### src/design/gtp_pkg.sv
`timescale 1ns / 1ps
// shared widths, codes, types and the arctangent table of the go-to-point controller
package gtp_pkg;

  localparam int POS_W   = 32;
  localparam int HEAD_W  = 19;
  localparam int VEL_W   = 19;
  localparam int DIST_W  = 32;
  localparam int GAIN_W  = 16;
  localparam int TOL_W   = 16;
  localparam int LIM_W   = 18;
  localparam int DIFF_W  = 33;
  localparam int XY_W    = 37;
  localparam int ANG_W   = 35;
  localparam int GAIN_SH = 8;
  localparam int CFG_AW  = 5;
  localparam int CFG_DW  = 32;
  localparam int IN_DW   = 152;
  localparam int OUT_DW  = 72;

  localparam logic signed [ANG_W-1:0] PI_Q30     = 35'sd3373259426;
  localparam logic signed [ANG_W-1:0] NEG_PI_Q30 = -35'sd3373259426;
  localparam logic [15:0]             INV_GAIN_Q16 = 16'd39797;
  localparam int                      INV_GAIN_SH  = 16;

  localparam logic [TOL_W-1:0]  RST_DIST_TOL   = 16'd3277;
  localparam logic [TOL_W-1:0]  RST_HEAD_TOL   = 16'd4575;
  localparam logic [GAIN_W-1:0] RST_TURN_GAIN  = 16'd3840;
  localparam logic [GAIN_W-1:0] RST_DRIVE_GAIN = 16'd2560;
  localparam logic [LIM_W-1:0]  RST_TURN_LIM   = 18'd42598;
  localparam logic [LIM_W-1:0]  RST_DRIVE_LIM  = 18'd55706;

  typedef enum logic [1:0] {
    MODE_TURN    = 2'd0,
    MODE_DRIVE   = 2'd1,
    MODE_REACHED = 2'd2,
    MODE_CANCEL  = 2'd3
  } mode_t;

  typedef enum logic [2:0] {
    REG_DIST_TOL   = 3'd0,
    REG_HEAD_TOL   = 3'd1,
    REG_TURN_GAIN  = 3'd2,
    REG_DRIVE_GAIN = 3'd3,
    REG_TURN_LIM   = 3'd4,
    REG_DRIVE_LIM  = 3'd5
  } reg_idx_t;

  typedef struct packed {
    logic signed [XY_W-1:0]  x;
    logic signed [XY_W-1:0]  y;
    logic signed [ANG_W-1:0] z;
  } vec_t;

  typedef struct packed {
    logic signed [HEAD_W-1:0] heading;
    logic                     cancel;
  } side_t;

  typedef struct packed {
    logic [TOL_W-1:0]  dist_tol;
    logic [TOL_W-1:0]  head_tol;
    logic [GAIN_W-1:0] turn_gain;
    logic [GAIN_W-1:0] drive_gain;
    logic [LIM_W-1:0]  turn_lim;
    logic [LIM_W-1:0]  drive_lim;
  } cfg_t;

  typedef struct packed {
    logic signed [VEL_W-1:0] lin;
    logic signed [VEL_W-1:0] ang;
    mode_t                   mode;
    logic [DIST_W-1:0]       dist_err;
  } res_t;

  // atan(2^-i) in Q30, exact powers of two once the small angle form holds
  function automatic logic [ANG_W-1:0] atan_q30(input int unsigned idx);
    logic [ANG_W-1:0] val;
    case (idx)
      0:       val = 35'd843314857;
      1:       val = 35'd497837829;
      2:       val = 35'd263043837;
      3:       val = 35'd133525159;
      4:       val = 35'd67021687;
      5:       val = 35'd33543516;
      6:       val = 35'd16775851;
      7:       val = 35'd8388437;
      8:       val = 35'd4194283;
      9:       val = 35'd2097149;
      default: val = ANG_W'(64'd1 << (30 - idx));
    endcase
    return val;
  endfunction

endpackage

### src/design/gtp_cordic_cell.sv
`timescale 1ns / 1ps
// one vectoring micro-rotation of the cordic row
module gtp_cordic_cell #(
  parameter int SHIFT = 0
) (
  input  logic           clk,
  input  logic           rst_n,
  input  logic           en,
  input  logic           in_valid,
  input  gtp_pkg::vec_t  in_vec,
  input  gtp_pkg::side_t in_side,
  output logic           out_valid,
  output gtp_pkg::vec_t  out_vec,
  output gtp_pkg::side_t out_side
);

  localparam int XW = gtp_pkg::XY_W;
  localparam logic signed [gtp_pkg::ANG_W-1:0] STEP = gtp_pkg::atan_q30(SHIFT);

  logic signed [XW-1:0] xs, ys;
  gtp_pkg::vec_t        vec_r, vec_nxt;
  gtp_pkg::side_t       side_r;
  logic                 vld_r;

  // arithmetic shift gives the floor
  assign xs = in_vec.x >>> SHIFT;
  assign ys = in_vec.y >>> SHIFT;

  always_comb begin
    if (!in_vec.y[XW-1]) begin
      vec_nxt.x = in_vec.x + ys;
      vec_nxt.y = in_vec.y - xs;
      vec_nxt.z = in_vec.z + STEP;
    end else begin
      vec_nxt.x = in_vec.x - ys;
      vec_nxt.y = in_vec.y + xs;
      vec_nxt.z = in_vec.z - STEP;
    end
  end

  always_ff @(posedge clk) begin
    if (!rst_n) begin
      vld_r <= 1'b0;
    end else if (en) begin
      vld_r <= in_valid;
    end
  end

  always_ff @(posedge clk) begin
    if (en) begin
      vec_r  <= vec_nxt;
      side_r <= in_side;
    end
  end

  assign out_valid = vld_r;
  assign out_vec   = vec_r;
  assign out_side  = side_r;

endmodule

### config.mk
export PLATFORM = sky130hd
export DESIGN_NAME = gtp_cordic_cell
export DESIGN_NICKNAME = d
export VERILOG_FILES = /design/src/design/gtp_pkg.sv /design/src/design/gtp_cordic_cell.sv
export SDC_FILE = /design/constraint.sdc
export NUM_CORES = 1
export LEC_CHECK = 0
export BUFFER_PORTS_ARGS = -buffer_cell sky130_fd_sc_hd__buf_4
export CAP_MARGIN = 20
export CORE_ASPECT_RATIO = 2
export CORE_MARGIN = 2
export CORE_UTILIZATION = 35
export CTS_BUF_LIST = sky130_fd_sc_hd__clkbuf_4 sky130_fd_sc_hd__clkbuf_8 sky130_fd_sc_hd__clkbuf_16
export DETAILED_ROUTE_END_ITERATION = 6
export GPL_ROUTABILITY_DRIVEN = 0
export GPL_TIMING_DRIVEN = 0
export PLACE_DENSITY = 0.57
export REMOVE_ABC_BUFFERS = 1
export SETUP_SLACK_MARGIN = 0.1
export SKIP_LAST_GASP = 1
export SLEW_MARGIN = 10
export SYNTH_ARGS = -nofsm -noshare
export SYNTH_HDL_FRONTEND = slang
export SYNTH_SLANG_ARGS = --single-unit
### constraint.sdc
create_clock -name clk -period 4.75 [get_ports clk]
set_clock_uncertainty 0.05 [all_clocks]
set_input_delay 0.95 -clock clk [delete_from_list [all_inputs] [get_ports clk]]
set_output_delay 0.95 -clock clk [all_outputs]
set_load 0.005 [all_outputs]
==> flow_results.org <==
** Finish
- Total of fill cells in the finished design :: 3539
- Once layout is complete, the cells apart from fillers number 2087.
- In the final design database the tool counted between 1500 and 2000 nets.
- Leading cell type in the layout, fill and taps excluded :: sky130_fd_sc_hd__buf_4
- The top cell types in the final layout, fill and taps aside, are 260 x sky130_fd_sc_hd__buf_4, 149 x sky130_fd_sc_hd__a21oi_1, 149 x sky130_fd_sc_hd__ha_1.
- Area growth from synthesis to layout :: 24.3%
- Share of post-route cells with drive strength above 1 :: a little over 20%

** Synth
- Post-synthesis instance total :: 1398
- Post-synthesis sequential area ratio :: a little under a third
- Combinational family with the most area after synthesis :: compound AO/OA/AOI/OAI gates
- Of the post-synthesis cell area, the part taken by muxes is approximately 1.5%.
- Cell taking the most area after synthesis :: sky130_fd_sc_hd__edfxtp_1
- XOR/XNOR share of the synthesized area :: roughly 7.1%
- Synthesized-area fraction occupied by and/or/nand/nor cells :: between 10% and 20%
- Number of enable-type register cells in the synthesized netlist :: approximately 130
- By area the synthesized netlist is led by sky130_fd_sc_hd__edfxtp_1 31%, sky130_fd_sc_hd__ha_1 15%, sky130_fd_sc_hd__a21oi_1 6.0%, sky130_fd_sc_hd__xnor2_1 5.6%, sky130_fd_sc_hd__a21o_1 3.4%.
- In the synthesized netlist the dominant register cell turns out to be sky130_fd_sc_hd__edfxtp_1.
- Count of synthesis-stage warnings from yosys :: 0
- Post-synthesis average cell area :: a little under 9 sq um
- Summed instance area of the synthesized netlist :: between 10000 and 15000 sq um
- The synthesized netlist devotes between 10% and 20% of its cell area to adder and majority cells.
- In this run the biggest area consumer among cell types represents a little under a third of the synthesized area.
- Fraction of registers with async set or reset after synthesis :: 0%
- Yosys mapped the design onto between 80 and 90 distinct sky130hd cell types.
- In this run, synthesis produced a sequential element count of roughly 130.
- Compound-Gate Fraction of Synth Area :: roughly a quarter

** Pwr
- Logic pwr share :: between 30% and 40%
- The internal portion of the total power is ~3 mW.
- Switching power :: 1.58 mW
- Overall power consumption after layout is estimated at between 4 and 5 mW.
- IR analysis of the VDD net gives a maximum drop of ~0.24 mV.
- Static Leak :: slightly below 7 nW
- Power density over the cells :: roughly 300 nW/um^2
- Switching portion of total power :: roughly a third
- Sequential cell fraction of total power :: between 30% and 40%
- Clock power share :: a little under a third

** Clock tree
- TritonCTS built the clock tree.
- Clock root buffer :: sky130_fd_sc_hd__clkbuf_16
- Max Root-Sink Buffers :: 2
- Clock latency of the later-clocked register in the worst-skew pair :: between 0.4 and 0.5 ns
- Counting the buffers created by CTS gives 17.
- Number of H-tree levels :: 4
- Post-CTS repair timing setup buffer count :: 0
- Clock tree synthesis found a total of roughly 130 sinks.
- Clock transition at the register clock pins on the worst setup and hold paths after CTS :: ~0.060 ns

** Worst setup path
- Bufs and invs on worst path :: 4
- Number of cells on the worst reg-to-reg path :: 2
- Logic depth of the worst setup path including buffers :: 14
- In this run the worst path has a maximum fanout of 49.
- The cell family contributing the most delay on the critical path is compound AO/OA/AOI/OAI gates.
- For the worst setup path, the data required time is slightly below 5 ns.
- The setup path with the least slack is of type primary input to flip-flop.
- The worst setup path is launched from a primary input.
- The critical path goes through buf_6 > buf_16 > inv_4 > buf_16 > fa_1 > nand2b_1 > a21oi_1 > o22ai_2 > a21oi_1 > a31o_2 > a21boi_1 > o21ai_0 > a31oi_1 > xnor2_1.
- The worst setup path is captured at a flip-flop.
- Slowest Stage Delay on Critical Path :: ~0.53 ns
- Across all register-to-register paths, the minimum setup slack is around 4.1 ns.
- Library cell contributing the largest single delay on the critical path :: sky130_fd_sc_hd__o21ai_0
- Critical path data arrival time :: about 4.7 ns

** Timing
- Tightest slew margin relative to the limit :: between 30 and 40%
- Setup repair after global routing left no endpoint under its margin.
- Final period utilization :: a little over nine tenths
- Maximum frequency from static timing analysis :: around 220 MHz
- The routed design could run at a clock period as short as 4.53 ns.
- Number of setup violations in the final report :: 0
- Max-slew violation total from the final report :: 0
- For the pin with the worst max-slew slack, the measured transition is slightly below 1 ns.
- Number of hold violations in the final report :: 0

** Global routing
- The initial antenna violation count was 1.
- Vias in the first global route :: between 10000 and 15000
- Combined global-route utilization of all metal layers :: a little under a quarter
- Pin count of the biggest net entering global routing :: 87
- Global-route wire length before repair :: 64500 microns
- For this run the aggregate overflow at the end of global routing stands at 0.

** Floorplan
- Standard cell core area :: about 35000 sq um
- Overall die area :: roughly 37000 sq um
- The die is between 100 and 150 microns wide.
- The initial utilization of the core area, before any placement, comes to 35.5%.
- Number of placement rows :: 97
- Number of top-level pins :: between 200 and 300
- Overall die height :: 270 microns

** Run
- The tool flagged a number of max-cap violations equal to 0.

** Place
- Placed Cells incl. Taps :: 2053
- The count of buffers added on input and output ports is roughly 260.
- The wire-length estimate of the detail-placed layout is 34900 microns.

** Route
- After detailed routing, the number of remaining DRC violations is 0.
- DR WL met2 :: roughly 24000 microns
- Overall via count from detail_route :: ~12000
- Once detail routing completed, the nets flagged for antenna violations numbered 0.
- The routed design uses between 2000 and 2500 microns of met3 wire.
- Routed metal-1 wire length :: between 10000 and 15000 microns
- Average vias per placed instance :: 5.54
- The first TritonRoute pass finished after 7 iterations.
- Iteration-0 DRC count of the detailed router :: ~540
- Uppermost metal layer occupied by signal nets :: met4
- Wires add up to 43700 microns.
- In the final routed layout, each cell accounts on average for ~21 microns.

** Min path
- The worst hold path passes through 2 cells.
- In this run the worst hold path is classified as flip-flop to flip-flop.

** Outcome
- The run finished with clean final reports.
[registers in the layout, indices dropped and copies added, names as in the netlist]
register,count
out_vec,108
out_valid,1
out_side,20
[cell type report]
| class | instances | area, sq um | share of cell area (%) |
|---|---|---|---|
| diodes | 1 | 2.50 | 0.0162 |
| clock buffers | 18 | 439 | 2.84 |
| clock inverters | 14 | 180 | 1.17 |
| inverters | 118 | 445 | 2.88 |
| multi-input cells | 1096 | 7880 | 51.0 |
| flip-flops and latches | 129 | 3860 | 25.0 |
| well taps | 445 | 557 | 3.60 |
| repair buffers | 266 | 2080 | 13.5 |
[path summary, 6_finish.rpt]
check,from,end
setup / recovery,in_vec[71],out_vec[34]
hold / removal,out_valid,out_valid
setup reg to reg,out_valid,out_valid
hold reg to reg,out_valid,out_valid
[kinds of logic (layout without fill, tap and decap cells)]
kind of cell | after synthesis | in the layout
AOI/OAI and AO/OA | 476 | 476
xor gates and xnor gates | 101 | 101
adders and majority gates | 153 | 153
buffers and inverters | 173 | 416
DFF | 129 | 129
muxes | 18 | 18
other | 0 | 1
and+or+nand+nor | 348 | 348
[synth_stat cells (4+ instances only)]
cell type / n
sky130_fd_sc_hd__or2_2: 4
sky130_fd_sc_hd__a21o_1: 56
sky130_fd_sc_hd__o21ai_0: 84
sky130_fd_sc_hd__o21ai_1: 4
sky130_fd_sc_hd__o22ai_1: 6
sky130_fd_sc_hd__a311oi_1: 5
sky130_fd_sc_hd__buf_4: 5
sky130_fd_sc_hd__buf_2: 18
sky130_fd_sc_hd__clkbuf_1: 22
sky130_fd_sc_hd__o211ai_1: 9
sky130_fd_sc_hd__xnor2_1: 80
sky130_fd_sc_hd__a31oi_1: 13
sky130_fd_sc_hd__o21a_1: 12
sky130_fd_sc_hd__nor2_1: 107
sky130_fd_sc_hd__a2111oi_0: 4
sky130_fd_sc_hd__clkinv_1: 4
sky130_fd_sc_hd__mux2i_1: 18
sky130_fd_sc_hd__nand2_1: 92
sky130_fd_sc_hd__and3_1: 5
sky130_fd_sc_hd__or3_1: 8
sky130_fd_sc_hd__nor3_1: 24
sky130_fd_sc_hd__fa_1: 4
sky130_fd_sc_hd__a21boi_0: 7
sky130_fd_sc_hd__a221oi_1: 5
sky130_fd_sc_hd__ha_1: 149
sky130_fd_sc_hd__nand4_1: 14
sky130_fd_sc_hd__o21bai_1: 26
sky130_fd_sc_hd__xor2_1: 21
sky130_fd_sc_hd__a21bo_2: 4
sky130_fd_sc_hd__a21oi_1: 149
sky130_fd_sc_hd__edfxtp_1: 128
sky130_fd_sc_hd__inv_1: 108
sky130_fd_sc_hd__o31a_1: 5
sky130_fd_sc_hd__inv_2: 6
sky130_fd_sc_hd__nor3b_1: 6
sky130_fd_sc_hd__buf_1: 9
sky130_fd_sc_hd__a211oi_1: 22
sky130_fd_sc_hd__nand2b_1: 18
sky130_fd_sc_hd__nand3_1: 20
sky130_fd_sc_hd__nand3b_1: 6
sky130_fd_sc_hd__nor4_1: 8
sky130_fd_sc_hd__nor2b_1: 22
sky130_fd_sc_hd__o31ai_1: 10
[stage by stage]
stage / worst slack [ns] / area, sq um / hold WS, ns / TNS, ns / util (%)
6_report: 0.217 / 15400 / 0.478 / 0 / 44.2
3_5_place_dp: -0.353 / 14800 / 0.472 / -1.81 / 42.3
4_1_cts: 0.122 / 15400 / 0.483 / 0 / 44.1
3_3_place_gp: -1.38 / 14700 / 0.455 / -21.67 / 42.0
2_1_floorplan: 0.704 / 12200 / 0.457 / 0 / -
5_1_grt: 0.137 / 15400 / 0.539 / 0 / 44.2
[power groups by stage]
stage	logic [mW]	registers, mW	clock network, mW
6_report	1.69	1.55	1.41
5_1_grt	1.83	1.56	1.50
4_1_cts	1.68	1.55	1.46
3_5_place_dp	1.67	1.57	0
3_3_place_gp	1.65	1.57	0
2_1_floorplan	0.897	1.58	0
[metal layers]
layer  global-route usage [%]  vias to the layer above
met5                        0                        -
met4                     18.1                        0
met3                     3.49                      160
met2                     44.0                      456
met1                     20.9                     5400
li1                         -                     5547
[what timing repair did]
action                                  CTS  global route
gates resized for setup                   0             4
endpoints found under the hold margin     0             0
endpoints found under the setup margin    0             7
hold buffers                              0             0
[worst register-to-register path: cells and delay by family (launching register included)]
kind,cells,cell delay [ns]
muxes,1,0.12
and+or+nand+nor,1,0.06
DFF,1,0.31
No activity file was read; power rests on OpenSTA's default activity.
