## src/design/gtp_pkg.sv

```systemverilog
`timescale 1ns / 1ps
// shared widths, codes, types and the arctangent table of the go-to-point controller
package gtp_pkg;

  localparam int POS_W   = 32;
  localparam int HEAD_W  = 19;
  localparam int VEL_W   = 19;
  localparam int DIST_W  = 32;
  localparam int GAIN_W  = 16;
  localparam int TOL_W   = 16;
  localparam int LIM_W   = 18;
  localparam int DIFF_W  = 33;
  localparam int XY_W    = 37;
  localparam int ANG_W   = 35;
  localparam int GAIN_SH = 8;
  localparam int CFG_AW  = 5;
  localparam int CFG_DW  = 32;
  localparam int IN_DW   = 152;
  localparam int OUT_DW  = 72;

  localparam logic signed [ANG_W-1:0] PI_Q30     = 35'sd3373259426;
  localparam logic signed [ANG_W-1:0] NEG_PI_Q30 = -35'sd3373259426;
  localparam logic [15:0]             INV_GAIN_Q16 = 16'd39797;
  localparam int                      INV_GAIN_SH  = 16;

  localparam logic [TOL_W-1:0]  RST_DIST_TOL   = 16'd3277;
  localparam logic [TOL_W-1:0]  RST_HEAD_TOL   = 16'd4575;
  localparam logic [GAIN_W-1:0] RST_TURN_GAIN  = 16'd3840;
  localparam logic [GAIN_W-1:0] RST_DRIVE_GAIN = 16'd2560;
  localparam logic [LIM_W-1:0]  RST_TURN_LIM   = 18'd42598;
  localparam logic [LIM_W-1:0]  RST_DRIVE_LIM  = 18'd55706;

  typedef enum logic [1:0] {
    MODE_TURN    = 2'd0,
    MODE_DRIVE   = 2'd1,
    MODE_REACHED = 2'd2,
    MODE_CANCEL  = 2'd3
  } mode_t;

  typedef enum logic [2:0] {
    REG_DIST_TOL   = 3'd0,
    REG_HEAD_TOL   = 3'd1,
    REG_TURN_GAIN  = 3'd2,
    REG_DRIVE_GAIN = 3'd3,
    REG_TURN_LIM   = 3'd4,
    REG_DRIVE_LIM  = 3'd5
  } reg_idx_t;

  typedef struct packed {
    logic signed [XY_W-1:0]  x;
    logic signed [XY_W-1:0]  y;
    logic signed [ANG_W-1:0] z;
  } vec_t;

  typedef struct packed {
    logic signed [HEAD_W-1:0] heading;
    logic                     cancel;
  } side_t;

  typedef struct packed {
    logic [TOL_W-1:0]  dist_tol;
    logic [TOL_W-1:0]  head_tol;
    logic [GAIN_W-1:0] turn_gain;
    logic [GAIN_W-1:0] drive_gain;
    logic [LIM_W-1:0]  turn_lim;
    logic [LIM_W-1:0]  drive_lim;
  } cfg_t;

  typedef struct packed {
    logic signed [VEL_W-1:0] lin;
    logic signed [VEL_W-1:0] ang;
    mode_t                   mode;
    logic [DIST_W-1:0]       dist_err;
  } res_t;

  // atan(2^-i) in Q30, exact powers of two once the small angle form holds
  function automatic logic [ANG_W-1:0] atan_q30(input int unsigned idx);
    logic [ANG_W-1:0] val;
    case (idx)
      0:       val = 35'd843314857;
      1:       val = 35'd497837829;
      2:       val = 35'd263043837;
      3:       val = 35'd133525159;
      4:       val = 35'd67021687;
      5:       val = 35'd33543516;
      6:       val = 35'd16775851;
      7:       val = 35'd8388437;
      8:       val = 35'd4194283;
      9:       val = 35'd2097149;
      default: val = ANG_W'(64'd1 << (30 - idx));
    endcase
    return val;
  endfunction

endpackage

```

## src/design/gtp_prep.sv

```systemverilog
`timescale 1ns / 1ps
// input stage: goal offset and half-plane pre-rotation ahead of the cordic row
module gtp_prep (
  input  logic                              clk,
  input  logic                              rst_n,
  input  logic                              en,
  input  logic                              in_valid,
  input  logic signed [gtp_pkg::POS_W-1:0]  robot_x,
  input  logic signed [gtp_pkg::POS_W-1:0]  robot_y,
  input  logic signed [gtp_pkg::HEAD_W-1:0] heading,
  input  logic signed [gtp_pkg::POS_W-1:0]  goal_x,
  input  logic signed [gtp_pkg::POS_W-1:0]  goal_y,
  input  logic                              cancel,
  output logic                              out_valid,
  output gtp_pkg::vec_t                     out_vec,
  output gtp_pkg::side_t                    out_side
);

  localparam int DW = gtp_pkg::DIFF_W;
  localparam int XW = gtp_pkg::XY_W;

  logic signed [DW-1:0] dx, dy, ndx, ndy;
  logic                 vld_r;
  gtp_pkg::vec_t        vec_r, vec_nxt;
  gtp_pkg::side_t       side_r;

  // both directions in parallel, the sign of dx picks one
  assign dx  = DW'(goal_x) - DW'(robot_x);
  assign dy  = DW'(goal_y) - DW'(robot_y);
  assign ndx = DW'(robot_x) - DW'(goal_x);
  assign ndy = DW'(robot_y) - DW'(goal_y);

  always_comb begin
    if (dx[DW-1]) begin
      vec_nxt.x = XW'(ndx);
      vec_nxt.y = XW'(ndy);
      vec_nxt.z = dy[DW-1] ? gtp_pkg::NEG_PI_Q30 : gtp_pkg::PI_Q30;
    end else begin
      vec_nxt.x = XW'(dx);
      vec_nxt.y = XW'(dy);
      vec_nxt.z = '0;
    end
  end

  always_ff @(posedge clk) begin
    if (!rst_n) begin
      vld_r <= 1'b0;
    end else if (en) begin
      vld_r <= in_valid;
    end
  end

  always_ff @(posedge clk) begin
    if (en) begin
      vec_r          <= vec_nxt;
      side_r.heading <= heading;
      side_r.cancel  <= cancel;
    end
  end

  assign out_valid = vld_r;
  assign out_vec   = vec_r;
  assign out_side  = side_r;

endmodule

```

## config.mk

```make
export PLATFORM = sky130hd
export DESIGN_NAME = gtp_prep
export DESIGN_NICKNAME = d
export VERILOG_FILES = /design/src/design/gtp_pkg.sv /design/src/design/gtp_prep.sv
export SDC_FILE = /design/constraint.sdc
export NUM_CORES = 1
export LEC_CHECK = 0
export BUFFER_PORTS_ARGS = -buffer_cell sky130_fd_sc_hd__buf_2
export CAP_MARGIN = 20
export CORE_UTILIZATION = 49
export CTS_CLUSTER_DIAMETER = 200
export CTS_CLUSTER_SIZE = 24
export DETAILED_ROUTE_END_ITERATION = 7
export HOLD_SLACK_MARGIN = 0.15
export PLACE_DENSITY_LB_ADDON = 0.15
export SYNTH_ARGS = -nofsm -noshare
export SYNTH_HDL_FRONTEND = slang
export SYNTH_SLANG_ARGS = --single-unit
```

## constraint.sdc

```tcl
create_clock -name clk -period 5.6 [get_ports clk]
set_input_delay 0.84 -clock clk [delete_from_list [all_inputs] [get_ports clk]]
set_output_delay 0.84 -clock clk [all_outputs]
set_load 0.005 [all_outputs]
```

==> impl_results.md, run 1 <==
* Status: finished, final reports clean
* Vias at slightly below 9000
* Cell area after synthesis at 0.00974 mm^2
* Seq/Total Area, Yosys at 0.277
* CTS tree: built
* Ys flop type: edfxtp_1
* Synth cell types at 73
* Clock edge transition at the registers on the reported setup and hold paths at 70 ps
* Worst-path fanout max at 60
* Fill count at 1815
* Core area at 0.0195 mm^2
* Clk Latency, worst-skew pair at approximately 350 ps
* # Max-Cap Violations at 0
* Clock sink count at 90
* Routed WL at 25100 um
* First-pass GRT wire length at 39600 um
* Slew HR at 0.512
* CP required at 5690 ps
* LEAKAGE at 5.67 nW
* Slew Viols, Final at 0
* #FFs+latches synth at 90
* Root Buffer: clkbuf_16
* Design Power at 2.57 mW
* DRT iter0 DRCs at 430
* Setup crit start kind: primary input
* Min-Delay Path Class: reg2reg
* Top-Level Pins at 282
* PortBufs at 280
* Yosys Warn Count at 0
* Fmax at around 230 MHz
* Post-synth top area share at 0.274
* WP data arrival at about 4400 ps
* Final Skew at 0 ps
* Max clock buf depth at 2
* Final core occ at 0.577
* Synth top area cells: edfxtp_1, ha_1, a21oi_1
* Area Growth Syn to Fin at 15.4%
* Std-Cell Rows at 51
* Total grt overflow at 0
* Area leader, netlist: edfxtp_1
* HPWL after DPL at 19700 um
* Height of the die at 143 um
* # setup viols final at 0
* Setup TNS at 0 ps
* Worst-Margin Slew at between 700 and 800 ps
* Postcts setup bufs at 0
* Vias in the first global route at roughly 8000
* Total die area at 0.0204 mm^2
* EDFF count, synth at 89
* Critical path capture point type: flop
* Fin crit period at between 4000 and 5000 ps
* Crit Path Category: in2reg
* Syn Area/Cell at ~8.4 um^2
* Chip width at 143 um
* Crit share post-route at 0.776
* All-layer global routing usage at 0.244
* WL/cell at 15.5 um
* Nets at 1638
* RSZ-0062 raised after global routing: false
* Post-route antenna net violation count at 0
* DR vias/cell at around 5.5
* Syn Nets at 1442
* Power Density at about 230 mW/mm^2
* Post-cts gate resize count at 0
* DRC at 0
* Post-synth top cells: inv_1, ha_1, a21oi_1, edfxtp_1, o21ai_0
* Post-synthesis async set-or-reset flop share at 0
* Hold Fails Final Rpt at 0
* Largest net degree at the start of global routing at 61
* Top-count cell post-synth: inv_1
* Antenna violations before repair at 4
* DRT Pass-1 Iters at 5
* Maximum VDD drop at 145 uV
* Post-Syn Instances at 1158
* Layout cells sized above 1 at 0.234
* Initial Util at 0.500
* Total CTS buffers at 9
* Htree depth at 3
* Hold Buf Count CTS at 0
* Routability cong. at ~0.92
==> critical path, cell delays in order <==
cell,delay (ps)
buf_2,110
ha_1,220
fa_1,390
nand2b_1,170
a21oi_1,190
o41ai_1,120
o21bai_1,300
a41oi_2,290
o32ai_4,450
buf_4,660
nor2_1,130
o311a_1,150
a211oi_1,290
xor2_1,110
==> registers in the layout, indices dropped and copies added, names as in the netlist <==
name	count
out_side	20
out_vec	69
out_valid	1
==> kinds of logic after synthesis <==
kind of cell             after synthesis  share of synthesized area
other                                  1                   0.000385
buffers and inverters                252                      0.116
adder cells (fa/ha/maj)              132                      0.173
AO/OA/AOI/OAI                        371                      0.246
flip-flops                            90                      0.277
XOR/XNOR                              59                     0.0531
AND/OR/NAND/NOR                      235                      0.116
multiplexers                          18                     0.0189
==> metrics by stage <==
stage	hold WS [ps]	cell area, um^2	cells	worst slack [ps]
after detailed placement	526	11000	1608	881
after floorplan	507	9740	1158	1820
after CTS	547	11200	1624	1260
after global routing	588	11200	1625	994
final	533	11200	1625	1260
after global placement	505	11000	1608	1100
==> per-layer routing <==
layer | track usage | wire length [um]
met1 | 0.305 | 10800
met2 | 0.422 | 12100
met3 | 0.0359 | 1640
met4 | 0.0911 | 578
met5 | 0 | 26
==> path summary, 6_finish.rpt <==
path,cells past startpoint,slack (ps),from,to
setup / recovery,14,1260,robot_x[0],out_vec[101]
hold / removal,2,530,out_valid,out_valid
setup reg to reg,2,5000,out_valid,out_valid
hold reg to reg,2,530,out_valid,out_valid
==> layout by cell type (no fill, tap or decap), types with 7 or more instances in the layout <==
master     instances
a211oi_1          18
a21o_1            52
a21oi_1          123
a31oi_1           16
and2_1             9
and3_1             7
buf_2            279
clkbuf_16          9
edfxtp_1          89
ha_1             128
inv_1            152
mux2i_1           15
nand2_1           62
nand2b_1          10
nand3_1           24
nand4_1           10
nor2_1            59
nor2b_1           11
nor3_1            19
o21a_1             8
o21ai_0           68
o21ai_1            7
o21bai_1          13
o31ai_1            9
xnor2_1           33
xor2_1            26
==> power breakdown <==
part,internal [mW],leakage (nW),total [mW],switching [mW]
combinational,0.447,4.65,1.04,0.590
clock,0.317,0.140,0.605,0.289
sequential,0.895,0.879,0.931,0.0362
==> final cells by class <==
type | count | area (um^2) | share of cell area
Antenna cell | 1 | 2.50 | 0.000223
Clock buffer | 11 | 243 | 0.0216
Clock inverter | 5 | 36.3 | 0.00323
Inverter | 153 | 574 | 0.0511
Multi-Input combinational cell | 816 | 5920 | 0.527
Sequential cell | 90 | 2690 | 0.240
Tap cell | 265 | 332 | 0.0295
Timing Repair Buffer | 284 | 1430 | 0.128
(Power assumes the default switching activity.)
==> run 2, diff against run 1 <==
==> constraint.sdc (replaced) <==
create_clock -name clk -period 3.66 [get_ports clk]
set_input_delay 0.549 -clock clk [delete_from_list [all_inputs] [get_ports clk]]
set_output_delay 0.549 -clock clk [all_outputs]
set_load 0.005 [all_outputs]
==> run 2 against run 1 <==
- sequential power up 54%
- combinational power increased by 70%
- routed wire length increased by 8.5%
- utilization is 4.1 points higher
- non-clock buffer count rose by 95
- final cell count rose by 5.8%
- power up 64%
- largest power group unchanged
- via count increased by 3.9%
- final area rose by 7.0%
- clock-buffer cell count unchanged
==> impl_results.md, run 2 (same netlist as run 1, synthesis figures left out) <==
* Reg area at 0.00269 mm^2 (unchanged)
* Depth of the most critical reg-to-reg path at 2 (unchanged)
* WL/cell at 15.8 um (+2.5%)
* Largest net degree at the start of global routing at 41 (-33%)
* Met1 GRT Util at 0.313 (+0.00837)
* Area Growth Syn to Fin at 23.5%
* PortBufs at 280 (unchanged)
* Root Buffer: clkbuf_16
* Max clock buf depth at 2 (unchanged)
* LEAKAGE at 6.15 nW (+8.5%)
* Placed instance area at 0.0117 mm^2 (+6.7%)
* Worst-Margin Slew at 862 ps (+131 ps)
* Min-Delay Path Class: in2reg
* # setup viols final at 0 (unchanged)
* DRC at 0 (unchanged)
* Crit share post-route at 0.934
* Critical R2R Launch: out_valid
* Fill count at 1739 (-4.2%)
* Layout cells sized above 1 at 0.287 (+0.0528)
* Top-Level Pins at 282 (unchanged)
* Final Skew at 0 ps (unchanged)
* Hold EP: out_side[19]
* Total die area at 0.0204 mm^2 (unchanged)
* DP Cell Count at 1703 (+5.9%)
* Setup ws final at 240 ps (-1020 ps)
* Final instance area at 0.0120 mm^2 (+7.0%)
* Hold_sp: heading[18]
* Slew HR at 0.410 (-0.102)
* Hold Fails Final Rpt at 0 (unchanged)
* Most common cell after layout, fill and taps aside: buf_2
* Total grt overflow at 0 (unchanged)
* Routed WL at 27200 um (+8.5%)
* Htree depth at 3 (unchanged)
* Core area at 0.0195 mm^2 (unchanged)
* Maximum VDD drop at 232 uV (+60%)
* Largest register FFs at 69 (unchanged)
* CP required at 3770 ps (-1920 ps)
* Power Density at 351 mW/mm^2 (+53%)
* Clock sink count at 90 (unchanged)
* Chip width at 143 um (unchanged)
* RR Endpoint: out_valid
* Total CTS buffers at 9 (unchanged)
* Busiest grt layer: met2
* Vias at 9275 (+3.9%)
* M3 GR Usage at 0.0312 (-0.00469)
* Crit Path Category: in2reg
* R2R Setup Slk at 3080 ps (-1920 ps)
* Fin crit period at 3420 ps
* First-pass GRT wire length at 41900 um (+5.7%)
* HPWL after DPL at 22000 um (+12%)
* Dpl ws at -245 ps (-1130 ps)
* Std-Cell Rows at 51 (unchanged)
* DR vias/cell at 5.39 (-1.9%)
* WP data arrival at 3530 ps (-910 ps)
* Fmax at 292 MHz
* Post-route antenna net violation count at 0 (unchanged)
* Status: finished, final reports clean
* Clock edge transition at the registers on the reported setup and hold paths at 80 ps (about the same)
* All-layer global routing usage at 0.260 (+0.0165)
* Worst-path fanout max at 3 (-95%)
* Most frequent cells in the layout: buf_2, inv_1, ha_1
* Critical path capture point type: flop
* # Max-Cap Violations at 0 (unchanged)
* Finished Layout Cells at 1720 (+5.8%)
* Clk Latency, worst-skew pair at 350 ps (about the same)
* DRT Pass-1 Iters at 7 (+2)
* Nets at 1733 (+5.8%)
* CTS tree: built
* Vias in the first global route at 8771 (+6.6%)
* Initial Util at 0.500 (unchanged)
* Final core occ at 0.618 (+0.0406)
* DRT iter0 DRCs at 433 (+0.70%)
* RSZ-0062 raised after global routing: false
* Height of the die at 143 um (unchanged)
* GRT met2 Usage at 0.466 (+0.0447)
* Antenna violations before repair at 2 (-2)
* Hold Path Depth at 1 (-1)
* Slew Viols, Final at 0 (unchanged)
* Setup TNS at 0 ps (unchanged)
* Setup crit start kind: primary input
* Routability cong. at 0.963 (+4.4%)
* Area occupied by multi-input gates at 0.00594 mm^2 (+0.30%)
-- run 2: per-layer routing --
layer,routed length [um],vias to the layer above,part of all wire
met4,738,2,0.027
met2,13500,311,0.49
met5,11,-,0.00040
li1,-,4610,-
met1,11500,4303,0.42
met3,1540,49,0.056
-- run 2: power by group --
part | internal, mW | leakage, nW | switching (mW)
registers | 1.37 | 0.879 | 0.0589
clock network | 0.572 | 0.156 | 0.448
logic | 0.815 | 5.11 | 0.958
-- run 2: layout make-up --
| class | count | area share |
|---|---|---|
| multi-input cells | 816 | 0.494 |
| flip-flops and latches | 90 | 0.224 |
| repair buffers | 379 | 0.181 |
| inverters | 153 | 0.0478 |
| well taps | 265 | 0.0276 |
| clock buffers | 11 | 0.0210 |
| clock inverters | 5 | 0.00510 |
| diodes | 1 | 0.000208 |
-- run 2: worst max path at each step --
stage / startpoint / end / slack, ps / cells after the start
floorplan: goal_x[0] / out_vec[92] / 170 / 13
global placement: goal_x[0] / out_vec[92] / -110 / 14
detailed placement: goal_x[0] / out_vec[92] / -240 / 14
CTS: goal_x[0] / out_vec[92] / 130 / 14
global route: goal_x[0] / out_vec[92] / 20 / 14
finish: goal_x[0] / out_vec[92] / 240 / 14
-- run 2: per-stage QoR --
stage	hold WS (ps)	power, mW
6_report	367	4.22
5_1_grt	361	4.47
4_1_cts	356	4.23
3_5_place_dp	513	3.20
3_3_place_gp	502	3.19
2_1_floorplan	507	2.51
-- run 2: worst max-delay path, stage by stage --
cell	delay [ps]
buf_2	90
inv_1	40
ha_1	200
fa_1	380
nand2b_1	180
a21oi_2	160
o41ai_2	110
o21bai_1	240
a41oi_2	180
o32ai_4	350
mux2_2	410
a311oi_2	350
o21ai_1	120
xor2_1	160
-- run 2: repair_timing --
| action | CTS | global route |
|---|---|---|
| endpoints found under the setup margin | 0 | 2 |
| hold buffers | 0 | 0 |
| gates resized for setup | 0 | 4 |
| setup buffers | 0 | 0 |
