## src/design/gtp_pkg.sv

```systemverilog
`timescale 1ns / 1ps
// shared widths, codes, types and the arctangent table of the go-to-point controller
package gtp_pkg;

  localparam int POS_W   = 32;
  localparam int HEAD_W  = 19;
  localparam int VEL_W   = 19;
  localparam int DIST_W  = 32;
  localparam int GAIN_W  = 16;
  localparam int TOL_W   = 16;
  localparam int LIM_W   = 18;
  localparam int DIFF_W  = 33;
  localparam int XY_W    = 37;
  localparam int ANG_W   = 35;
  localparam int GAIN_SH = 8;
  localparam int CFG_AW  = 5;
  localparam int CFG_DW  = 32;
  localparam int IN_DW   = 152;
  localparam int OUT_DW  = 72;

  localparam logic signed [ANG_W-1:0] PI_Q30     = 35'sd3373259426;
  localparam logic signed [ANG_W-1:0] NEG_PI_Q30 = -35'sd3373259426;
  localparam logic [15:0]             INV_GAIN_Q16 = 16'd39797;
  localparam int                      INV_GAIN_SH  = 16;

  localparam logic [TOL_W-1:0]  RST_DIST_TOL   = 16'd3277;
  localparam logic [TOL_W-1:0]  RST_HEAD_TOL   = 16'd4575;
  localparam logic [GAIN_W-1:0] RST_TURN_GAIN  = 16'd3840;
  localparam logic [GAIN_W-1:0] RST_DRIVE_GAIN = 16'd2560;
  localparam logic [LIM_W-1:0]  RST_TURN_LIM   = 18'd42598;
  localparam logic [LIM_W-1:0]  RST_DRIVE_LIM  = 18'd55706;

  typedef enum logic [1:0] {
    MODE_TURN    = 2'd0,
    MODE_DRIVE   = 2'd1,
    MODE_REACHED = 2'd2,
    MODE_CANCEL  = 2'd3
  } mode_t;

  typedef enum logic [2:0] {
    REG_DIST_TOL   = 3'd0,
    REG_HEAD_TOL   = 3'd1,
    REG_TURN_GAIN  = 3'd2,
    REG_DRIVE_GAIN = 3'd3,
    REG_TURN_LIM   = 3'd4,
    REG_DRIVE_LIM  = 3'd5
  } reg_idx_t;

  typedef struct packed {
    logic signed [XY_W-1:0]  x;
    logic signed [XY_W-1:0]  y;
    logic signed [ANG_W-1:0] z;
  } vec_t;

  typedef struct packed {
    logic signed [HEAD_W-1:0] heading;
    logic                     cancel;
  } side_t;

  typedef struct packed {
    logic [TOL_W-1:0]  dist_tol;
    logic [TOL_W-1:0]  head_tol;
    logic [GAIN_W-1:0] turn_gain;
    logic [GAIN_W-1:0] drive_gain;
    logic [LIM_W-1:0]  turn_lim;
    logic [LIM_W-1:0]  drive_lim;
  } cfg_t;

  typedef struct packed {
    logic signed [VEL_W-1:0] lin;
    logic signed [VEL_W-1:0] ang;
    mode_t                   mode;
    logic [DIST_W-1:0]       dist_err;
  } res_t;

  // atan(2^-i) in Q30, exact powers of two once the small angle form holds
  function automatic logic [ANG_W-1:0] atan_q30(input int unsigned idx);
    logic [ANG_W-1:0] val;
    case (idx)
      0:       val = 35'd843314857;
      1:       val = 35'd497837829;
      2:       val = 35'd263043837;
      3:       val = 35'd133525159;
      4:       val = 35'd67021687;
      5:       val = 35'd33543516;
      6:       val = 35'd16775851;
      7:       val = 35'd8388437;
      8:       val = 35'd4194283;
      9:       val = 35'd2097149;
      default: val = ANG_W'(64'd1 << (30 - idx));
    endcase
    return val;
  endfunction

endpackage

```

## src/design/gtp_post.sv

```systemverilog
`timescale 1ns / 1ps
// back end: bearing and distance scaling, heading wrap, mode pick, gains and clamps
module gtp_post #(
  parameter int FRACTION_BITS = 16
) (
  input  logic           clk,
  input  logic           rst_n,
  input  logic           en,
  input  logic           in_valid,
  input  gtp_pkg::vec_t  in_vec,
  input  gtp_pkg::side_t in_side,
  input  gtp_pkg::cfg_t  cfg,
  output logic           out_valid,
  output gtp_pkg::res_t  out_res
);

  localparam int AW   = gtp_pkg::ANG_W;
  localparam int HW   = gtp_pkg::HEAD_W;
  localparam int GW   = gtp_pkg::GAIN_W;
  localparam int LW   = gtp_pkg::LIM_W;
  localparam int VLW  = gtp_pkg::VEL_W;
  localparam int OW   = gtp_pkg::DIST_W;
  localparam int GSH  = gtp_pkg::GAIN_SH;
  localparam int DW   = gtp_pkg::XY_W - 1;
  localparam int ISH  = gtp_pkg::INV_GAIN_SH;
  localparam int DPW  = DW + ISH;
  localparam int SH   = 30 - FRACTION_BITS;
  localparam longint PI_Q   = (longint'(gtp_pkg::PI_Q30) + (longint'(1) << (SH - 1))) >>> SH;
  localparam longint TWO_PI = 2 * PI_Q;
  // bearing stays below 2^(FRACTION_BITS+3), the heading field adds its own range
  localparam int VW   = ((FRACTION_BITS + 5 > HW) ? FRACTION_BITS + 5 : HW) + 2;
  localparam longint RECIP = (longint'(1) << VW) / TWO_PI;
  localparam int RW   = $clog2(RECIP + 1) + 1;
  localparam int QW   = RW + 1;
  localparam int TW   = $clog2(TWO_PI + 1) + 1;
  localparam int EW   = TW - 1;
  localparam int RW2  = VW + 2;
  localparam int APW  = GW + EW;
  localparam int LPW  = GW + DW;
  localparam int AMW  = APW - GSH;
  localparam int LMW  = LPW - GSH;
  localparam int NST  = 9;

  localparam logic signed [AW-1:0]  RND_HALF   = AW'(longint'(1) << (SH - 1));
  localparam logic signed [VW-1:0]  PI_V       = VW'(PI_Q);
  localparam logic signed [RW-1:0]  RECIP_S    = RW'(RECIP);
  localparam logic signed [TW-1:0]  TWO_PI_S   = TW'(TWO_PI);
  localparam logic signed [RW2-1:0] PI_R       = RW2'(PI_Q);
  localparam logic signed [RW2-1:0] THREE_PI_R = RW2'(3 * PI_Q);
  localparam logic signed [RW2-1:0] TWO_PI_R   = RW2'(TWO_PI);
  localparam logic [DPW-1:0]        DIST_RND   = DPW'(longint'(1) << (ISH - 1));

  logic [NST-1:0] vld_r;

  // stage 1
  logic signed [AW-1:0]  bear_full;
  logic signed [VW-1:0]  bear1_r, bear1_nxt;
  logic [DPW-1:0]        dprod1_r, dprod1_nxt;
  logic signed [HW-1:0]  hd1_r;
  // stage 2
  logic signed [VW-1:0]  v2_r, v2_nxt;
  logic [DPW-1:0]        dsum;
  logic [DW-1:0]         dist2_r, dist2_nxt;
  // stage 3
  logic signed [VW+RW-1:0] qprod3_r, qprod3_nxt;
  logic signed [VW-1:0]    v3_r;
  logic [DW-1:0]           dist3_r;
  // stage 4
  logic signed [QW-1:0]    q_est;
  logic signed [QW+TW-1:0] qt4_r, qt4_nxt;
  logic signed [VW-1:0]    v4_r;
  logic [DW-1:0]           dist4_r;
  // stage 5
  logic signed [RW2-1:0] r05_r, r05_nxt;
  logic [DW-1:0]         dist5_r;
  // stage 6
  logic signed [RW2-1:0] err_sel;
  logic signed [TW-1:0]  err6_r, err6_nxt;
  logic [DW-1:0]         dist6_r;
  // stage 7
  logic [EW-1:0]         aerr7_r, aerr7_nxt;
  logic                  neg7_r;
  logic [DW-1:0]         dist7_r;
  // stage 8
  gtp_pkg::mode_t        mode8_r, mode8_nxt;
  logic [APW-1:0]        aprod8_r, aprod8_nxt;
  logic [LPW-1:0]        lprod8_r, lprod8_nxt;
  logic                  neg8_r;
  logic [DW-1:0]         dist8_r;
  // stage 9
  logic [AMW-1:0]        amag;
  logic [LMW-1:0]        lmag;
  logic [LW-1:0]         aclip, lclip;
  gtp_pkg::res_t         res9_r, res9_nxt;

  logic c1_r, c2_r, c3_r, c4_r, c5_r, c6_r, c7_r;

  always_comb begin
    bear_full  = (in_vec.z + RND_HALF) >>> SH;
    bear1_nxt  = VW'(bear_full);
    dprod1_nxt = in_vec.x[DW-1:0] * gtp_pkg::INV_GAIN_Q16;

    v2_nxt    = bear1_r - VW'(hd1_r) + PI_V;
    dsum      = dprod1_r + DIST_RND;
    dist2_nxt = dsum[DPW-1:ISH];

    // quotient estimate by reciprocal, off by at most one either way
    qprod3_nxt = v2_r * RECIP_S;

    q_est   = QW'(qprod3_r >>> VW);
    qt4_nxt = q_est * TWO_PI_S;

    r05_nxt = RW2'(v4_r) - RW2'(qt4_r);

    // fold the remainder into one period and center it on zero
    if (r05_r[RW2-1]) begin
      err_sel = r05_r + PI_R;
    end else if (r05_r >= TWO_PI_R) begin
      err_sel = r05_r - THREE_PI_R;
    end else begin
      err_sel = r05_r - PI_R;
    end
    err6_nxt = TW'(err_sel);

    aerr7_nxt = err6_r[TW-1] ? EW'(-err6_r) : EW'(err6_r);

    if (c7_r) begin
      mode8_nxt = gtp_pkg::MODE_CANCEL;
    end else if (dist7_r <= DW'(cfg.dist_tol)) begin
      mode8_nxt = gtp_pkg::MODE_REACHED;
    end else if (32'(aerr7_r) > 32'(cfg.head_tol)) begin
      mode8_nxt = gtp_pkg::MODE_TURN;
    end else begin
      mode8_nxt = gtp_pkg::MODE_DRIVE;
    end
    aprod8_nxt = cfg.turn_gain * aerr7_r;
    lprod8_nxt = cfg.drive_gain * dist7_r;

    amag  = aprod8_r[APW-1:GSH];
    lmag  = lprod8_r[LPW-1:GSH];
    aclip = (amag > AMW'(cfg.turn_lim)) ? cfg.turn_lim : amag[LW-1:0];
    lclip = (lmag > LMW'(cfg.drive_lim)) ? cfg.drive_lim : lmag[LW-1:0];

    res9_nxt.mode = mode8_r;
    res9_nxt.lin  = '0;
    res9_nxt.ang  = '0;
    if (mode8_r == gtp_pkg::MODE_TURN) begin
      res9_nxt.ang = neg8_r ? VLW'(0) - VLW'(aclip) : VLW'(aclip);
    end
    if (mode8_r == gtp_pkg::MODE_DRIVE) begin
      res9_nxt.lin = VLW'(lclip);
    end
    res9_nxt.dist_err = (dist8_r[DW-1:OW] != '0) ? '1 : dist8_r[OW-1:0];
  end

  always_ff @(posedge clk) begin
    if (!rst_n) begin
      vld_r <= '0;
    end else if (en) begin
      vld_r <= {vld_r[NST-2:0], in_valid};
    end
  end

  always_ff @(posedge clk) begin
    if (en) begin
      bear1_r  <= bear1_nxt;
      dprod1_r <= dprod1_nxt;
      hd1_r    <= in_side.heading;
      c1_r     <= in_side.cancel;

      v2_r    <= v2_nxt;
      dist2_r <= dist2_nxt;
      c2_r    <= c1_r;

      qprod3_r <= qprod3_nxt;
      v3_r     <= v2_r;
      dist3_r  <= dist2_r;
      c3_r     <= c2_r;

      qt4_r   <= qt4_nxt;
      v4_r    <= v3_r;
      dist4_r <= dist3_r;
      c4_r    <= c3_r;

      r05_r   <= r05_nxt;
      dist5_r <= dist4_r;
      c5_r    <= c4_r;

      err6_r  <= err6_nxt;
      dist6_r <= dist5_r;
      c6_r    <= c5_r;

      aerr7_r <= aerr7_nxt;
      neg7_r  <= err6_r[TW-1];
      dist7_r <= dist6_r;
      c7_r    <= c6_r;

      mode8_r  <= mode8_nxt;
      aprod8_r <= aprod8_nxt;
      lprod8_r <= lprod8_nxt;
      neg8_r   <= neg7_r;
      dist8_r  <= dist7_r;

      res9_r <= res9_nxt;
    end
  end

  assign out_valid = vld_r[NST-1];
  assign out_res   = res9_r;

endmodule

```

## config.mk

```make
export PLATFORM = sky130hd
export DESIGN_NAME = gtp_post
export DESIGN_NICKNAME = d
export VERILOG_FILES = /design/src/design/gtp_pkg.sv /design/src/design/gtp_post.sv
export SDC_FILE = /design/constraint.sdc
export NUM_CORES = 2
export LEC_CHECK = 0
export ABC_AREA = 1
export BUFFER_PORTS_ARGS = -buffer_cell sky130_fd_sc_hd__buf_4
export CAP_MARGIN = 20
export CORE_MARGIN = 3
export CORE_UTILIZATION = 55
export CTS_BUF_LIST = sky130_fd_sc_hd__clkbuf_8
export DETAILED_ROUTE_END_ITERATION = 6
export GPL_ROUTABILITY_DRIVEN = 0
export PLACE_DENSITY = 0.71
export SLEW_MARGIN = 25
export SYNTH_ARGS = -nofsm -noshare
export SYNTH_HDL_FRONTEND = slang
export SYNTH_SLANG_ARGS = --single-unit
```

## constraint.sdc

```tcl
create_clock -name clk -period 22.9 [get_ports clk]
set_clock_uncertainty 0.1 [all_clocks]
set_input_delay 4.58 -clock clk [delete_from_list [all_inputs] [get_ports clk]]
set_output_delay 4.58 -clock clk [all_outputs]
set_load 0.03 [all_outputs]
```

==> results.md <==
* Compound-cell area share of the yosys netlist at 0.05623
* First-pass GRT wire length at 259.9 mm
* XOR/XNOR Fraction of Synth Area at 0.03231
* H-tree levels at 3
* Routed len/inst at 16.57 microns
* Crit start category: input port
* Latest clock arrival within the worst-skew pair at 810 ps
* Vias in the first global route at 52190
* Syn nets at 9445
* Clock Tree Buf Depth at 3
* Most common cell after layout, fill and taps aside: inv_1
* Final HPWL from detailed placement at 121.8 mm
* Starting Density at 0.5584
* WP data arrival at 10740 ps
* Critical path required time at 23330 ps
* DRT iter0 DRCs at 3020
* Most frequent cells in the layout: inv_1, nand2_1, fa_1, ha_1, edfxtp_1
* Pin count of the biggest net entering global routing at 126
* Distinct cells, synth at 63
* Fill cells at 10580
* CTS hold repair buffers at 0
* Drt pass-1 iters at 6
* Post-layout net count at 9601
* YS warnings at 0
* Clock Sink Count at 654
* Worst-path maximum fanout at 36
* P&R area growth vs syn at 7.715%
* Rel. slew slack at 0.2827
* # rows at 130
* Async SR Flop Fraction at 0
* Synthesized area at 70760 sq um
* Die ar. at 133000 sq um
* Core Region at 126700 sq um
* Die height at 364.7 microns
* Inserted Clock Buffers at 108
* Post-CTS resize count at 0
* Final Hold Viols at 0
* Final ANT Viol Nets at 0
* Crit share post-route at 0.4503
* Crit path kind: input port to flip-flop
* Critical path origin: cfg[45]
* Finish-stage setup viols at 0
* Simple-Gate Fraction of Synth Area at 0.1173
* Synth Area in Adders at 0.4013
* Sequential cell area fraction in the yosys report at 0.2763
* IO Port Bufs at 253
* Largest family of logic cells by synthesized area: adder cells
* Unrepaired setup endpoints after global routing: false
* Post-Route WL at 156.4 mm
* Synth Instances at 7534
* Mux share of post-synthesis cell area at 0
* Final Max Tran Viols at 0
* EDFF count, synth at 645
* Via density at 5.250
* DRC at 0
* Postcts setup bufs at 0
* Syn avg cell area at 9.392 sq um
* Worst reg2reg path startpoint: dist7_r[15]
* Flop and latch count out of synthesis at 654
* CTS tree: built
* Die width at 364.7 microns
* Worst Hold Class: flip-flop to flip-flop
* Setup TNS at 0 ps
* GRT Overall Usage at 0.2435
* Setup crit end kind: flip-flop
* Main flop type after synthesis: edfxtp_1
* Hold_sp: dist6_r[25]
* I/O Pins at 306
* Remaining global-route overflow at 0
* Reg clk slew, reported paths at 60 ps
* Total number of vias at 49540
* Share of post-route cells with drive strength above 1 at 0.06297
* Max-capacitance violation count at 0
* Fmax at 0.09698 GHz
* Antenna violations before repair at 9
* Worst-margin pin slew at 1066 ps
* Status: complete, no violations
* Period minus WS final at 10310 ps
* Clock Root Buffer: clkbuf_8
## logic make-up (layout without fill, tap and decap cells)
logic type / Yosys count / in the layout
AO/OA/AOI/OAI: 721 / 721
XOR/XNOR: 261 / 261
adder cells (fa/ha/maj): 1678 / 1678
buffers and inverters: 2185 / 2433
flip-flops: 654 / 654
other: 1 / 6
AND/OR/NAND/NOR: 2034 / 2034
## final timing paths
check,to,slack (ps),cells past startpoint
setup reg to reg,lprod8_r[49],15830,20
hold reg to reg,dist7_r[25],300,0
setup / recovery,lprod8_r[49],12590,21
hold / removal,dist7_r[25],300,0
## area by class of cell
type,count,area [sq um],share of cell area
diodes,5,12.51,0.0001642
clock buffers,108,1486,0.01950
clock inverters,94,740.7,0.009718
inverters,1965,7376,0.09677
multi-input cells,4695,42970,0.5638
flip-flops and latches,654,19550,0.2565
well taps,1650,2064,0.02709
repair buffers,266,2019,0.02650
## sequential cells by signal, indices dropped and copies added, names as in the netlist, 21 cells and up
register  flops
dist3_r      36
lprod8_r     44
v4_r         23
dist7_r      36
dist8_r      36
v3_r         23
v2_r         23
dprod1_r     37
dist6_r      36
r05_r        25
out_res      71
qt4_r        24
dist5_r      36
dist4_r      36
aprod8_r     27
bear1_r      21
dist2_r      36
## cell usage after synthesis (14+ instances only)
cell,n,share of area
xor2_1,166,0.021
nor3_1,34,0.0024
nor4_1,24,0.0021
edfxtp_1,645,0.27
a31oi_1,48,0.0042
o21ai_0,183,0.013
nand3_1,98,0.0069
a21o_1,14,0.0015
clkbuf_1,205,0.011
fa_1,986,0.28
xnor2_1,95,0.012
nand2_2,17,0.0015
nand4_1,42,0.0037
a21oi_1,354,0.025
o21ai_1,26,0.0018
o21a_1,23,0.0024
nor2_1,348,0.018
nand2_1,1412,0.075
ha_1,692,0.12
inv_1,1957,0.10
o21bai_1,17,0.0018
## worst max-delay path, cell delays in order
cell	delay [ps]
buf_4	460
nand2_1	180
fa_1	580
inv_1	50
fa_1	530
fa_1	450
fa_1	530
fa_1	550
inv_1	60
fa_1	580
inv_1	50
ha_1	390
nand2_1	100
nor2_1	260
nand2_1	110
nor3_1	150
a21oi_1	140
o21ai_0	360
nand2_1	180
o21ai_0	290
xor2_1	110
## metal layers
metal | track usage | vias up | routed length, microns
met1 | 0.3248 | 24120 | 66320
met3 | 0.05181 | 321 | 12270
li1 | - | 23410 | -
met2 | 0.4050 | 1684 | 73540
met4 | 0.06660 | 8 | 4178
met5 | 0 | - | 50
## per-stage QoR
step                cell area (sq um)    util  std cells  setup slack [ps]  hold slack, ps
floorplan                       70760       -       7534             12510           300.3
global placement                73960  0.5837       9229             11880           300.1
detailed placement              73960  0.5837       9229             11860           304.5
CTS                             76180  0.6013       9431             12750           293.2
global route                    76210  0.6015       9435             12370           314.3
finish                          76220  0.6015       9437             12590           304.9
Power is left out: the tool's default activity adds up to more than one toggle a clock period on the data nets, which glitch-free logic cannot reach.
